===== src/rtl/core/sgpc_pkg.sv =====
`default_nettype none
package sgpc_pkg;

   localparam int ReadW     = 10;
   localparam int AngleW    = 8;
   localparam int CountW    = 16;
   localparam int ActionW   = 3;
   localparam int EventW    = 2;
   localparam int CsrIndexW = 2;
   localparam int CsrDataW  = 16;

   localparam int ReadFull  = 1023;
   localparam int AngleFull = 180;
   localparam int ProdW     = 18;

   // Action codes
   localparam logic [ActionW-1:0] ACT_SAMPLE = 3'd0;
   localparam logic [ActionW-1:0] ACT_OPEN   = 3'd1;
   localparam logic [ActionW-1:0] ACT_CLOSE  = 3'd2;
   localparam logic [ActionW-1:0] ACT_STEP   = 3'd3;
   localparam logic [ActionW-1:0] ACT_INIT   = 3'd4;

   // Calibration event codes
   localparam logic [EventW-1:0] EVT_NONE = 2'd0;
   localparam logic [EventW-1:0] EVT_MOVE = 2'd1;
   localparam logic [EventW-1:0] EVT_DONE = 2'd2;

   // Register indexes
   localparam logic [CsrIndexW-1:0] CSR_BEGIN_THRESHOLD = 2'd0;
   localparam logic [CsrIndexW-1:0] CSR_FLOAT_THRESHOLD = 2'd1;
   localparam logic [CsrIndexW-1:0] CSR_CALIB_TIMEOUT   = 2'd2;

   localparam logic [ReadW-1:0]  BeginReset   = 10'd17;
   localparam logic [ReadW-1:0]  FloatReset   = 10'd5;
   localparam logic [CountW-1:0] TimeoutReset = 16'd30;

   typedef struct packed {
      logic [ActionW-1:0] action;
      logic [ReadW-1:0]   open_pot_reading;
      logic [ReadW-1:0]   closed_pot_reading;
   } sgpc_req_type;

   typedef struct packed {
      logic [AngleW-1:0] servo_angle;
      logic              at_target;
      logic              gate_is_open;
      logic              open_calibrating;
      logic              closed_calibrating;
      logic [EventW-1:0] calib_event;
   } sgpc_rsp_type;

   typedef struct packed {
      logic [ReadW-1:0]  begin_threshold;
      logic [ReadW-1:0]  float_threshold;
      logic [CountW-1:0] calib_timeout_samples;
   } sgpc_cfg_type;

   // reading * 180 / 1023: divide by 1024, then one correction step since
   // the remainder stays below twice the divisor.
   function automatic logic [AngleW-1:0] to_angle(input logic [ReadW-1:0] r);
      logic [ProdW-1:0]  prod;
      logic [AngleW-1:0] q0;
      logic [ReadW:0]    rem;
      prod = ProdW'(r) * ProdW'(AngleFull);
      q0   = prod[ProdW-1:ReadW];
      rem  = (ReadW+1)'(prod[ReadW-1:0]) + (ReadW+1)'(q0);
      return q0 + AngleW'(rem >= (ReadW+1)'(ReadFull));
   endfunction

endpackage
`default_nettype wire


===== src/rtl/core/sgpc_csr.sv =====
`default_nettype none
module sgpc_csr (
   input  wire logic                            clock,
   input  wire logic                            reset,
   input  wire logic                            csr_valid,
   output logic                                 csr_ready,
   input  wire logic [sgpc_pkg::CsrIndexW-1:0]  csr_index,
   input  wire logic [sgpc_pkg::CsrDataW-1:0]   csr_data,
   output sgpc_pkg::sgpc_cfg_type               cfg
);
   import sgpc_pkg::*;

   sgpc_cfg_type cfg_ff;

   assign csr_ready = 1'b1;
   assign cfg       = cfg_ff;

   always_ff @(posedge clock) begin
      if (reset) begin
         cfg_ff.begin_threshold       <= BeginReset;
         cfg_ff.float_threshold       <= FloatReset;
         cfg_ff.calib_timeout_samples <= TimeoutReset;
      end else if (csr_valid) begin
         unique case (csr_index)
            CSR_BEGIN_THRESHOLD: cfg_ff.begin_threshold <= csr_data[ReadW-1:0];
            CSR_FLOAT_THRESHOLD: cfg_ff.float_threshold <= csr_data[ReadW-1:0];
            CSR_CALIB_TIMEOUT:   cfg_ff.calib_timeout_samples <= csr_data[CountW-1:0];
            default: ;
         endcase
      end
   end

endmodule
`default_nettype wire


===== src/rtl/core/sgpc_core.sv =====
`default_nettype none
module sgpc_core (
   input  wire logic                   clock,
   input  wire logic                   reset,
   input  wire logic                   advance,
   input  sgpc_pkg::sgpc_cfg_type      cfg,
   input  sgpc_pkg::sgpc_req_type      item,
   output sgpc_pkg::sgpc_rsp_type      result
);
   import sgpc_pkg::*;

   logic [ReadW-1:0]  open_reading_ff, open_reading_in;
   logic [ReadW-1:0]  closed_reading_ff, closed_reading_in;
   logic              open_cal_ff, open_cal_in;
   logic              closed_cal_ff, closed_cal_in;
   logic              gate_open_ff, gate_open_in;
   logic [AngleW-1:0] current_ff, current_in;
   logic [AngleW-1:0] target_ff, target_in;
   logic [CountW-1:0] quiet_ff, quiet_in;

   logic [ReadW-1:0]  open_diff, closed_diff;
   logic              open_move, closed_move;
   logic [CountW-1:0] quiet_inc;
   logic              quiet_done;
   logic              retarget, load_current;
   logic [ReadW-1:0]  tgt_src;
   logic [AngleW-1:0] src_angle;
   logic [EventW-1:0] evt;

   assign open_diff = (item.open_pot_reading >= open_reading_ff)
                    ? item.open_pot_reading - open_reading_ff
                    : open_reading_ff - item.open_pot_reading;
   assign closed_diff = (item.closed_pot_reading >= closed_reading_ff)
                      ? item.closed_pot_reading - closed_reading_ff
                      : closed_reading_ff - item.closed_pot_reading;

   assign open_move = open_cal_ff ? (open_diff >= cfg.float_threshold)
                                  : (open_diff >= cfg.begin_threshold);
   assign closed_move = closed_cal_ff ? (closed_diff >= cfg.float_threshold)
                                      : (closed_diff >= cfg.begin_threshold);

   // saturate the quiet count
   assign quiet_inc  = (&quiet_ff) ? quiet_ff : quiet_ff + CountW'(1);
   assign quiet_done = quiet_inc >= cfg.calib_timeout_samples;

   always_comb begin
      open_reading_in   = open_reading_ff;
      closed_reading_in = closed_reading_ff;
      open_cal_in       = open_cal_ff;
      closed_cal_in     = closed_cal_ff;
      gate_open_in      = gate_open_ff;
      current_in        = current_ff;
      target_in         = target_ff;
      quiet_in          = quiet_ff;
      retarget          = 1'b0;
      load_current      = 1'b0;
      tgt_src           = open_reading_ff;
      evt               = EVT_NONE;

      unique case (item.action)
         ACT_SAMPLE: begin
            priority if (open_cal_ff) begin
               if (open_move) begin
                  open_reading_in = item.open_pot_reading;
                  quiet_in        = '0;
                  retarget        = 1'b1;
                  tgt_src         = item.open_pot_reading;
                  evt             = EVT_MOVE;
               end else begin
                  quiet_in = quiet_inc;
                  if (quiet_done) begin
                     open_cal_in = 1'b0;
                     retarget    = 1'b1;
                     tgt_src     = gate_open_ff ? open_reading_ff : closed_reading_ff;
                     evt         = EVT_DONE;
                  end
               end
            end else if (closed_cal_ff) begin
               if (closed_move) begin
                  closed_reading_in = item.closed_pot_reading;
                  quiet_in          = '0;
                  retarget          = 1'b1;
                  tgt_src           = item.closed_pot_reading;
                  evt               = EVT_MOVE;
               end else begin
                  quiet_in = quiet_inc;
                  if (quiet_done) begin
                     closed_cal_in = 1'b0;
                     retarget      = 1'b1;
                     tgt_src       = gate_open_ff ? open_reading_ff : closed_reading_ff;
                     evt           = EVT_DONE;
                  end
               end
            end else if (open_move) begin
               open_cal_in     = 1'b1;
               open_reading_in = item.open_pot_reading;
               quiet_in        = '0;
               retarget        = 1'b1;
               tgt_src         = item.open_pot_reading;
               evt             = EVT_MOVE;
            end else if (closed_move) begin
               closed_cal_in     = 1'b1;
               closed_reading_in = item.closed_pot_reading;
               quiet_in          = '0;
               retarget          = 1'b1;
               tgt_src           = item.closed_pot_reading;
               evt               = EVT_MOVE;
            end else begin
               // neither pot moved and none calibrates: hold state
               evt = EVT_NONE;
            end
         end
         ACT_OPEN: begin
            if (!gate_open_ff) begin
               gate_open_in = 1'b1;
               retarget     = !open_cal_ff && !closed_cal_ff;
               tgt_src      = open_reading_ff;
            end
         end
         ACT_CLOSE: begin
            if (gate_open_ff) begin
               gate_open_in = 1'b0;
               retarget     = !open_cal_ff && !closed_cal_ff;
               tgt_src      = closed_reading_ff;
            end
         end
         ACT_STEP: begin
            priority if (current_ff < target_ff) current_in = current_ff + AngleW'(1);
            else if (current_ff > target_ff)     current_in = current_ff - AngleW'(1);
            else                                 current_in = current_ff;
         end
         ACT_INIT: begin
            open_reading_in   = item.open_pot_reading;
            closed_reading_in = item.closed_pot_reading;
            gate_open_in      = 1'b0;
            open_cal_in       = 1'b0;
            closed_cal_in     = 1'b0;
            quiet_in          = '0;
            retarget          = 1'b1;
            load_current      = 1'b1;
            tgt_src           = item.closed_pot_reading;
         end
         default: ;
      endcase

      src_angle = to_angle(tgt_src);
      if (retarget)     target_in  = src_angle;
      if (load_current) current_in = src_angle;
   end

   assign result.servo_angle        = current_in;
   assign result.at_target          = current_in == target_in;
   assign result.gate_is_open       = gate_open_in;
   assign result.open_calibrating   = open_cal_in;
   assign result.closed_calibrating = closed_cal_in;
   assign result.calib_event        = evt;

   always_ff @(posedge clock) begin
      if (reset) begin
         open_reading_ff   <= '0;
         closed_reading_ff <= '0;
         open_cal_ff       <= 1'b0;
         closed_cal_ff     <= 1'b0;
         gate_open_ff      <= 1'b0;
         current_ff        <= '0;
         target_ff         <= '0;
         quiet_ff          <= '0;
      end else if (advance) begin
         open_reading_ff   <= open_reading_in;
         closed_reading_ff <= closed_reading_in;
         open_cal_ff       <= open_cal_in;
         closed_cal_ff     <= closed_cal_in;
         gate_open_ff      <= gate_open_in;
         current_ff        <= current_in;
         target_ff         <= target_in;
         quiet_ff          <= quiet_in;
      end
   end

endmodule
`default_nettype wire


===== src/rtl/core/servo_gate_pot_calibrator.sv =====
// A beat accepted into the input register moves through the update logic into
// the result register and shows up on rsp_. One beat per clock while rsp_ready
// holds; the two-register pipeline stalls when the result register is held full.
// Reset (synchronous, active high): empties both registers, clears gate, angle,
// calibration and quiet state, and loads the register defaults 17, 5 and 30.
`default_nettype none
module servo_gate_pot_calibrator (
   input  wire logic                            clock,
   input  wire logic                            reset,
   input  wire logic                            req_valid,
   output logic                                 req_ready,
   input  sgpc_pkg::sgpc_req_type               req_data,
   output logic                                 rsp_valid,
   input  wire logic                            rsp_ready,
   output sgpc_pkg::sgpc_rsp_type               rsp_data,
   input  wire logic                            csr_valid,
   output logic                                 csr_ready,
   input  wire logic [sgpc_pkg::CsrIndexW-1:0]  csr_index,
   input  wire logic [sgpc_pkg::CsrDataW-1:0]   csr_data
);
   import sgpc_pkg::*;

   sgpc_cfg_type cfg;
   sgpc_req_type req_data_ff;
   sgpc_rsp_type rsp_data_ff, rsp_data_in;
   logic         req_valid_ff;
   logic         rsp_valid_ff;
   logic         advance;

   // Advance the held beat into the result register when that register is
   // empty or is being drained this cycle; the core state moves with it, so
   // the next beat always sees the state the previous one left.
   assign advance   = req_valid_ff && (!rsp_valid_ff || rsp_ready);
   // Take a new beat whenever the input register frees up.
   assign req_ready = !req_valid_ff || advance;

   assign rsp_valid = rsp_valid_ff;
   assign rsp_data  = rsp_data_ff;

   sgpc_csr u_csr (
      .clock     (clock),
      .reset     (reset),
      .csr_valid (csr_valid),
      .csr_ready (csr_ready),
      .csr_index (csr_index),
      .csr_data  (csr_data),
      .cfg       (cfg)
   );

   sgpc_core u_core (
      .clock   (clock),
      .reset   (reset),
      .advance (advance),
      .cfg     (cfg),
      .item    (req_data_ff),
      .result  (rsp_data_in)
   );

   // Hold control under reset; payload registers load only on a handshake.
   always_ff @(posedge clock) begin
      if (reset) begin
         req_valid_ff <= 1'b0;
         rsp_valid_ff <= 1'b0;
      end else begin
         if (req_ready)                 req_valid_ff <= req_valid;
         if (advance)                   rsp_valid_ff <= 1'b1;
         else if (rsp_ready)            rsp_valid_ff <= 1'b0;
      end
   end

   always_ff @(posedge clock) begin
      if (req_ready && req_valid) req_data_ff <= req_data;
      if (advance)                rsp_data_ff <= rsp_data_in;
   end

endmodule
`default_nettype wire


===== config.mk =====
export PLATFORM = sky130hd
export DESIGN_NAME = servo_gate_pot_calibrator
export DESIGN_NICKNAME = d
export VERILOG_FILES = /design/src/rtl/core/sgpc_pkg.sv /design/src/rtl/core/sgpc_csr.sv /design/src/rtl/core/sgpc_core.sv /design/src/rtl/core/servo_gate_pot_calibrator.sv
export SDC_FILE = /design/constraint.sdc
export NUM_CORES = 1
export LEC_CHECK = 0
export BUFFER_PORTS_ARGS = -buffer_cell sky130_fd_sc_hd__buf_2
export CAP_MARGIN = 15
export CORE_AREA = 2 2 172 174
export CTS_CLUSTER_DIAMETER = 50
export DETAILED_ROUTE_END_ITERATION = 8
export DIE_AREA = 0 0 174 176
export HOLD_SLACK_MARGIN = 0.03
export PLACE_DENSITY_LB_ADDON = 0.15
export SETUP_SLACK_MARGIN = 0.15
export SYNTH_ARGS = -nofsm -noshare
export SYNTH_HDL_FRONTEND = slang
export SYNTH_HIERARCHICAL = 1
export SYNTH_SLANG_ARGS = --single-unit

===== constraint.sdc =====
create_clock -name clock -period 11.04 [get_ports clock]
set_input_delay 0 -clock clock [delete_from_list [all_inputs] [get_ports clock]]
set_output_delay 0 -clock clock [all_outputs]
set_load 0.1 [all_outputs]

# Word-level counts from Yosys, hierarchy flattened
# Cells that the tools add are included.
# W data, S select, Z words.
[totals]
reg_bits = 130
input_bits = 46
output_inout_bits = 17
word_cells = 142
[op_classes]
n_addsub = 9
multipliers = 1
order_cmp = 10
eq_ne = 11
mux = 68
reduce_logical = 21
[op_table]
columns = ["operator", "count"]
rows = [
  ["$mux W10", 18],
  ["$mux W16", 7],
  ["$ge A10 B10 Y1", 6],
  ["$mux W8", 5],
  ["$pmux W10 S2", 2],
  ["$sub A10 B10 Y10", 4],
  ["$pmux W16 S2", 1],
  ["$pmux W10 S3", 1],
  ["$mux W1", 24],
  ["$add A16 B1 Y16 const B", 1],
  ["$ge A16 B16 Y1", 1],
  ["$mul A10 B6 Y16 const B", 1],
  ["$reduce_and A16 Y1", 1],
  ["$mux W2", 6],
  ["$add A10 B8 Y11", 1],
  ["$ge A11 B10 Y1 const B", 1],
  ["$add A8 B1 Y8", 1],
  ["$add A8 B1 Y8 const B", 1],
  ["$eq A8 B8 Y1", 1],
  ["$gt A8 B8 Y1", 1],
  ["$lt A8 B8 Y1", 1],
  ["$sub A8 B1 Y8 const B", 1],
  ["$eq A3 B2 Y1 const B", 2],
  ["$ne A3 B2 Y1 const B", 2],
  ["other kinds (18)", 30],
]

# Longest topological paths before layout
[logic_depth]
word_depth = 15
depth_mapped = 57
depth_no_buf = 56

# Hierarchy
# The synthesis kept the hierarchy.
[by_module_without_submodules]
columns = ["mod", "instances", "cells_each", "area_per_inst_um2", "seq_area_each_um2"]
rows = [
  ["sgpc_core", 1, 1107, 8572.0, 1101.1],
  ["sgpc_csr", 1, 146, 1517.7, 720.7],
  ["servo_gate_pot_calibrator", 1, 47, 1214.9, 1151.1],
]

# Worst setup path before layout
# OpenSTA, ideal clock, no wires.
[synth_timing]
path_type = "register -> register"
from = "register req_data_ff[0] (netlist name)"
to = "register rsp_data_ff, in the netlist rsp_data[5] (data pin)"
setup_ns = 0.260
arrival_ns = 11.428
required_ns = 10.780
path_slack_ns = -0.648
stages_incl_launch_ff = 57
path_buffers = 3
period_less_slack_ns = 11.688
path_cell_list = "edfxtp_1 > inv_1 > ha_1 > inv_1 > fa_1 > a21o_1 > a21oi_1 > a21oi_1 > a21oi_1 > o21a_1 > buf_2 > buf_2 > mux2i_1 > o2111ai_1 > a41oi_1 > nor2_1 > xor2_1 > ha_1 > [... 21 more ...] > a21oi_1 > nor2b_1 > nor2_1 > xnor2_1 > a31oi_1 > a211o_1 > o21a_1 > o22ai_1 > a32o_2 > ha_1 > ha_1 > nand3_1 > nor3_2 > a31oi_1 > or3_1 > a211o_1 > o211ai_1 > nor4_2"
[synth_rtl]
columns = ["element", "line", "rtl"]
rows = [
  ["start, declared", "servo_gate_pot_calibrator.sv:24", "sgpc_req_type req_data_ff;"],
  ["start signal, assigned", "servo_gate_pot_calibrator.sv:72", "if (req_ready && req_valid) req_data_ff <= req_data;"],
  ["end signal, assigned", "servo_gate_pot_calibrator.sv:73", "if (advance) rsp_data_ff <= rsp_data_in;"],
  ["end, declared", "servo_gate_pot_calibrator.sv:25", "sgpc_rsp_type rsp_data_ff, rsp_data_in;"],
]

==> run metrics <==
drt wl/cell=between 15 and 20 microns; Min Hold Slack=0.0477 ns; DR vias=around 10,000; TritonCTS clock tree=yes; Worst-path clk slew=0.07 ns; GRT Overall Usage=between 20% and 30%; failing checks=setup timing; Detailed Place HPWL=around 23 mm; Slew headroom=23.8%; Largest delay share family, worst path=compound AO/OA/AOI/OAI gates; period utilization=101%; Synth Cell Area=about 11,000 sq um; global-route wire length before repair=between 50 and 60 mm; post-layout min period=around 11 ns; Layout Nets=roughly 1,700; Avg Cell Area, Syn=around 8.7 sq um; VDD IR max=0.101 mV; flops & latches, synth=130; I/O Buffers=a little over 60; max-slew violations=0; Post-synth EDFFs=37; max-cap violations=0; Buffers & Inverters on Critical Path=10; WP data required=between 10 and 15 ns; chip height=176 microns; total power=between 1.5 and 2 mW; Total Die Area=roughly 30,000 sq um; Initial DRC Count=701; root buf cell=clkbuf_16; io pins=63; final setup fails=2; Cells after Synth=1,300; most common cell after layout, fill and taps aside=buf_4; critical path launch point type=flop; critical path's slowest cell=fa_1; CP peak stage delay=~0.49 ns; Yosys cell types=a little over 90; CP Class=reg2reg; Final WS setup=-0.138 ns; P per Cell Area=132 nW/um^2; H-tree levels=4; Die W=roughly 170 microns; vias per inst=between 5 and 6; f_max=a little under 0.09 GHz; Hold Violations, Final=0; Synthesis Warnings=6; worst-margin pin slew=1.14 ns; commonest non-fill, non-tap cells in the layout=buf_4 (145), inv_1 (128), nor2_1 (126), ha_1 (121), dfxtp_1 (93); Max Clock Skew=approximately 0.019 ns; top sig layer=met4; Routed met3 length=roughly 1.1 mm; Async SR Flop Fraction=0%; worst path arrival time=~11 ns; synthesized net count=between 1,500 and 2,000; starting density of the core=approximately two fifths; run status=finished, violations left; crit path max fanout=7; largest net degree at the start of global routing=roughly 120; Routed WL=~32 mm; Core ar.=28,500 sq um; Filler cells=~2,700; register area share after synthesis=between 20% and 30%; clock latency on the worst-skew pair=~0.44 ns; P&R area growth vs syn=32.7%; Sink Count=130; Final Non-Filler Cells=around 1,900; DRT Pass-1 Iters=7; CTS Buffer Depth=2; DRC=0; post-route ant nets=0; Placer Congestion=about 0.88; Placed Cells=~1,800; vias in the first global route=9,819; Primary FF master, synth=dfxtp_1; Post-Route M1 WL=approximately 15 mm; share of layout cells above drive strength 1=approximately a quarter; Static Leak=roughly 6.6 nW; total CTS buffers=17; Critical Path End Type=flop; Hold WC Path Type=in2reg; gr ovfl total=0; initial antenna violation count=0; unrepaired setup endpoints after global routing=true; Diodes inserted=0; FP Rows=62; WL met2=around 14 mm
## flip-flops by register name, summed over array words and instances, names as in the netlist
| register | count |
|---|---|
| u_core/closed_cal_ff | 1 |
| u_core/open_cal_ff | 1 |
| u_core/open_reading_ff | 10 |
| rsp_valid | 1 |
| u_core/current_ff | 8 |
| req_data_ff | 23 |
| u_core/quiet_ff | 16 |
| rsp_data | 14 |
| u_core/gate_open_ff | 1 |
| u_core/closed_reading_ff | 10 |
| req_valid_ff | 1 |
| u_csr/cfg | 36 |
| u_core/target_ff | 8 |
## metal layers
metal / up-vias / track usage (%)
li1: 5082 / -
met1: 4794 / 27.8
met2: 219 / 33.7
met3: 46 / 2.84
met4: 0 / 6.30
met5: - / 0
## what timing repair did
item | in CTS | in global routing
hold buffers | 45 | 0
gates cloned | 0 | 1
pin swaps | 26 | 96
buffers inserted | 12 | 22
gates resized for setup | 23 | 95
hold endpoints to repair | 59 | 0
setup endpoints to repair | 16 | 22
## worst reg2reg max path, delay by kind of cell, from the launching register on
| family | cells | cell delay [ns] |
|---|---|---|
| AO/OA/AOI/OAI | 20 | 3.54 |
| XOR/XNOR | 1 | 0.26 |
| buffers and inverters | 10 | 1.22 |
| flip-flops | 1 | 0.39 |
| AND/OR/NAND/NOR | 15 | 2.53 |
| adder cells (fa/ha/maj) | 10 | 3.09 |
## final cells by class
type	instances	area, sq um	share of cell area (%)
multi-input combinational	983	8410	56.1
sequential	130	2970	19.8
timing repair buffer	261	2000	13.4
inverter	137	514	3.43
clock buffer	20	489	3.26
tap	384	480	3.20
clock inverter	12	128	0.851
## path summary, 6_finish.rpt
kind	end	cells after the start	startpoint	slack, ns
max	rsp_data[5]	56	u_core/open_reading_ff[2]	-0.14
min	u_csr/cfg[27]	3	csr_valid	0.05
max reg2reg	rsp_data[5]	56	u_core/open_reading_ff[2]	-0.14
min reg2reg	u_core/target_ff[6]	2	u_core/target_ff[6]	0.47
## metrics by stage
step | setup slack, ns | setup TNS (ns) | instance area [sq um] | utilization [%]
after floorplan | 0.151 | 0 | 11600 | -
final | -0.138 | -0.153 | 15000 | 52.6
after CTS | -0.0197 | -0.0197 | 14300 | 50.0
after detailed placement | -0.365 | -1.53 | 13000 | 45.6
after global routing | -0.600 | -4.29 | 15000 | 52.6
after global placement | -0.204 | -0.269 | 13000 | 45.6
## kinds of logic (layout without fill, tap and decap cells)
| group | count (synthesis) | count (layout) | share of synthesized area, % |
|---|---|---|---|
| other cells | 1 | 1 | 0.0332 |
| flops | 130 | 130 | 26.3 |
| simple gates | 385 | 385 | 17.7 |
| fa+ha+maj | 161 | 161 | 19.1 |
| compound gates | 291 | 291 | 17.7 |
| mux | 89 | 89 | 7.99 |
| xor+xnor | 56 | 56 | 4.78 |
| buf+inv | 187 | 430 | 6.53 |
## power by group
| group | internal (mW) | switching, mW |
|---|---|---|
| Sequential | 0.511 | 0.0170 |
| Combinational | 0.401 | 0.450 |
| Clock | 0.351 | 0.256 |
## Yosys cell counts (all sizes together), types with 34 or more instances
cell type / n / area (sq um)
inv: 136 / 510
xnor2: 38 / 355
nand2: 50 / 188
o21ai: 34 / 170
dfxtp: 93 / 1860
nor2: 133 / 502
mux2i: 82 / 825
ha: 141 / 1760
edfxtp: 37 / 1110
a21oi: 79 / 399
nand2b: 57 / 357
nand3: 35 / 175
Note: power is estimated with default switching activity, not from simulation.
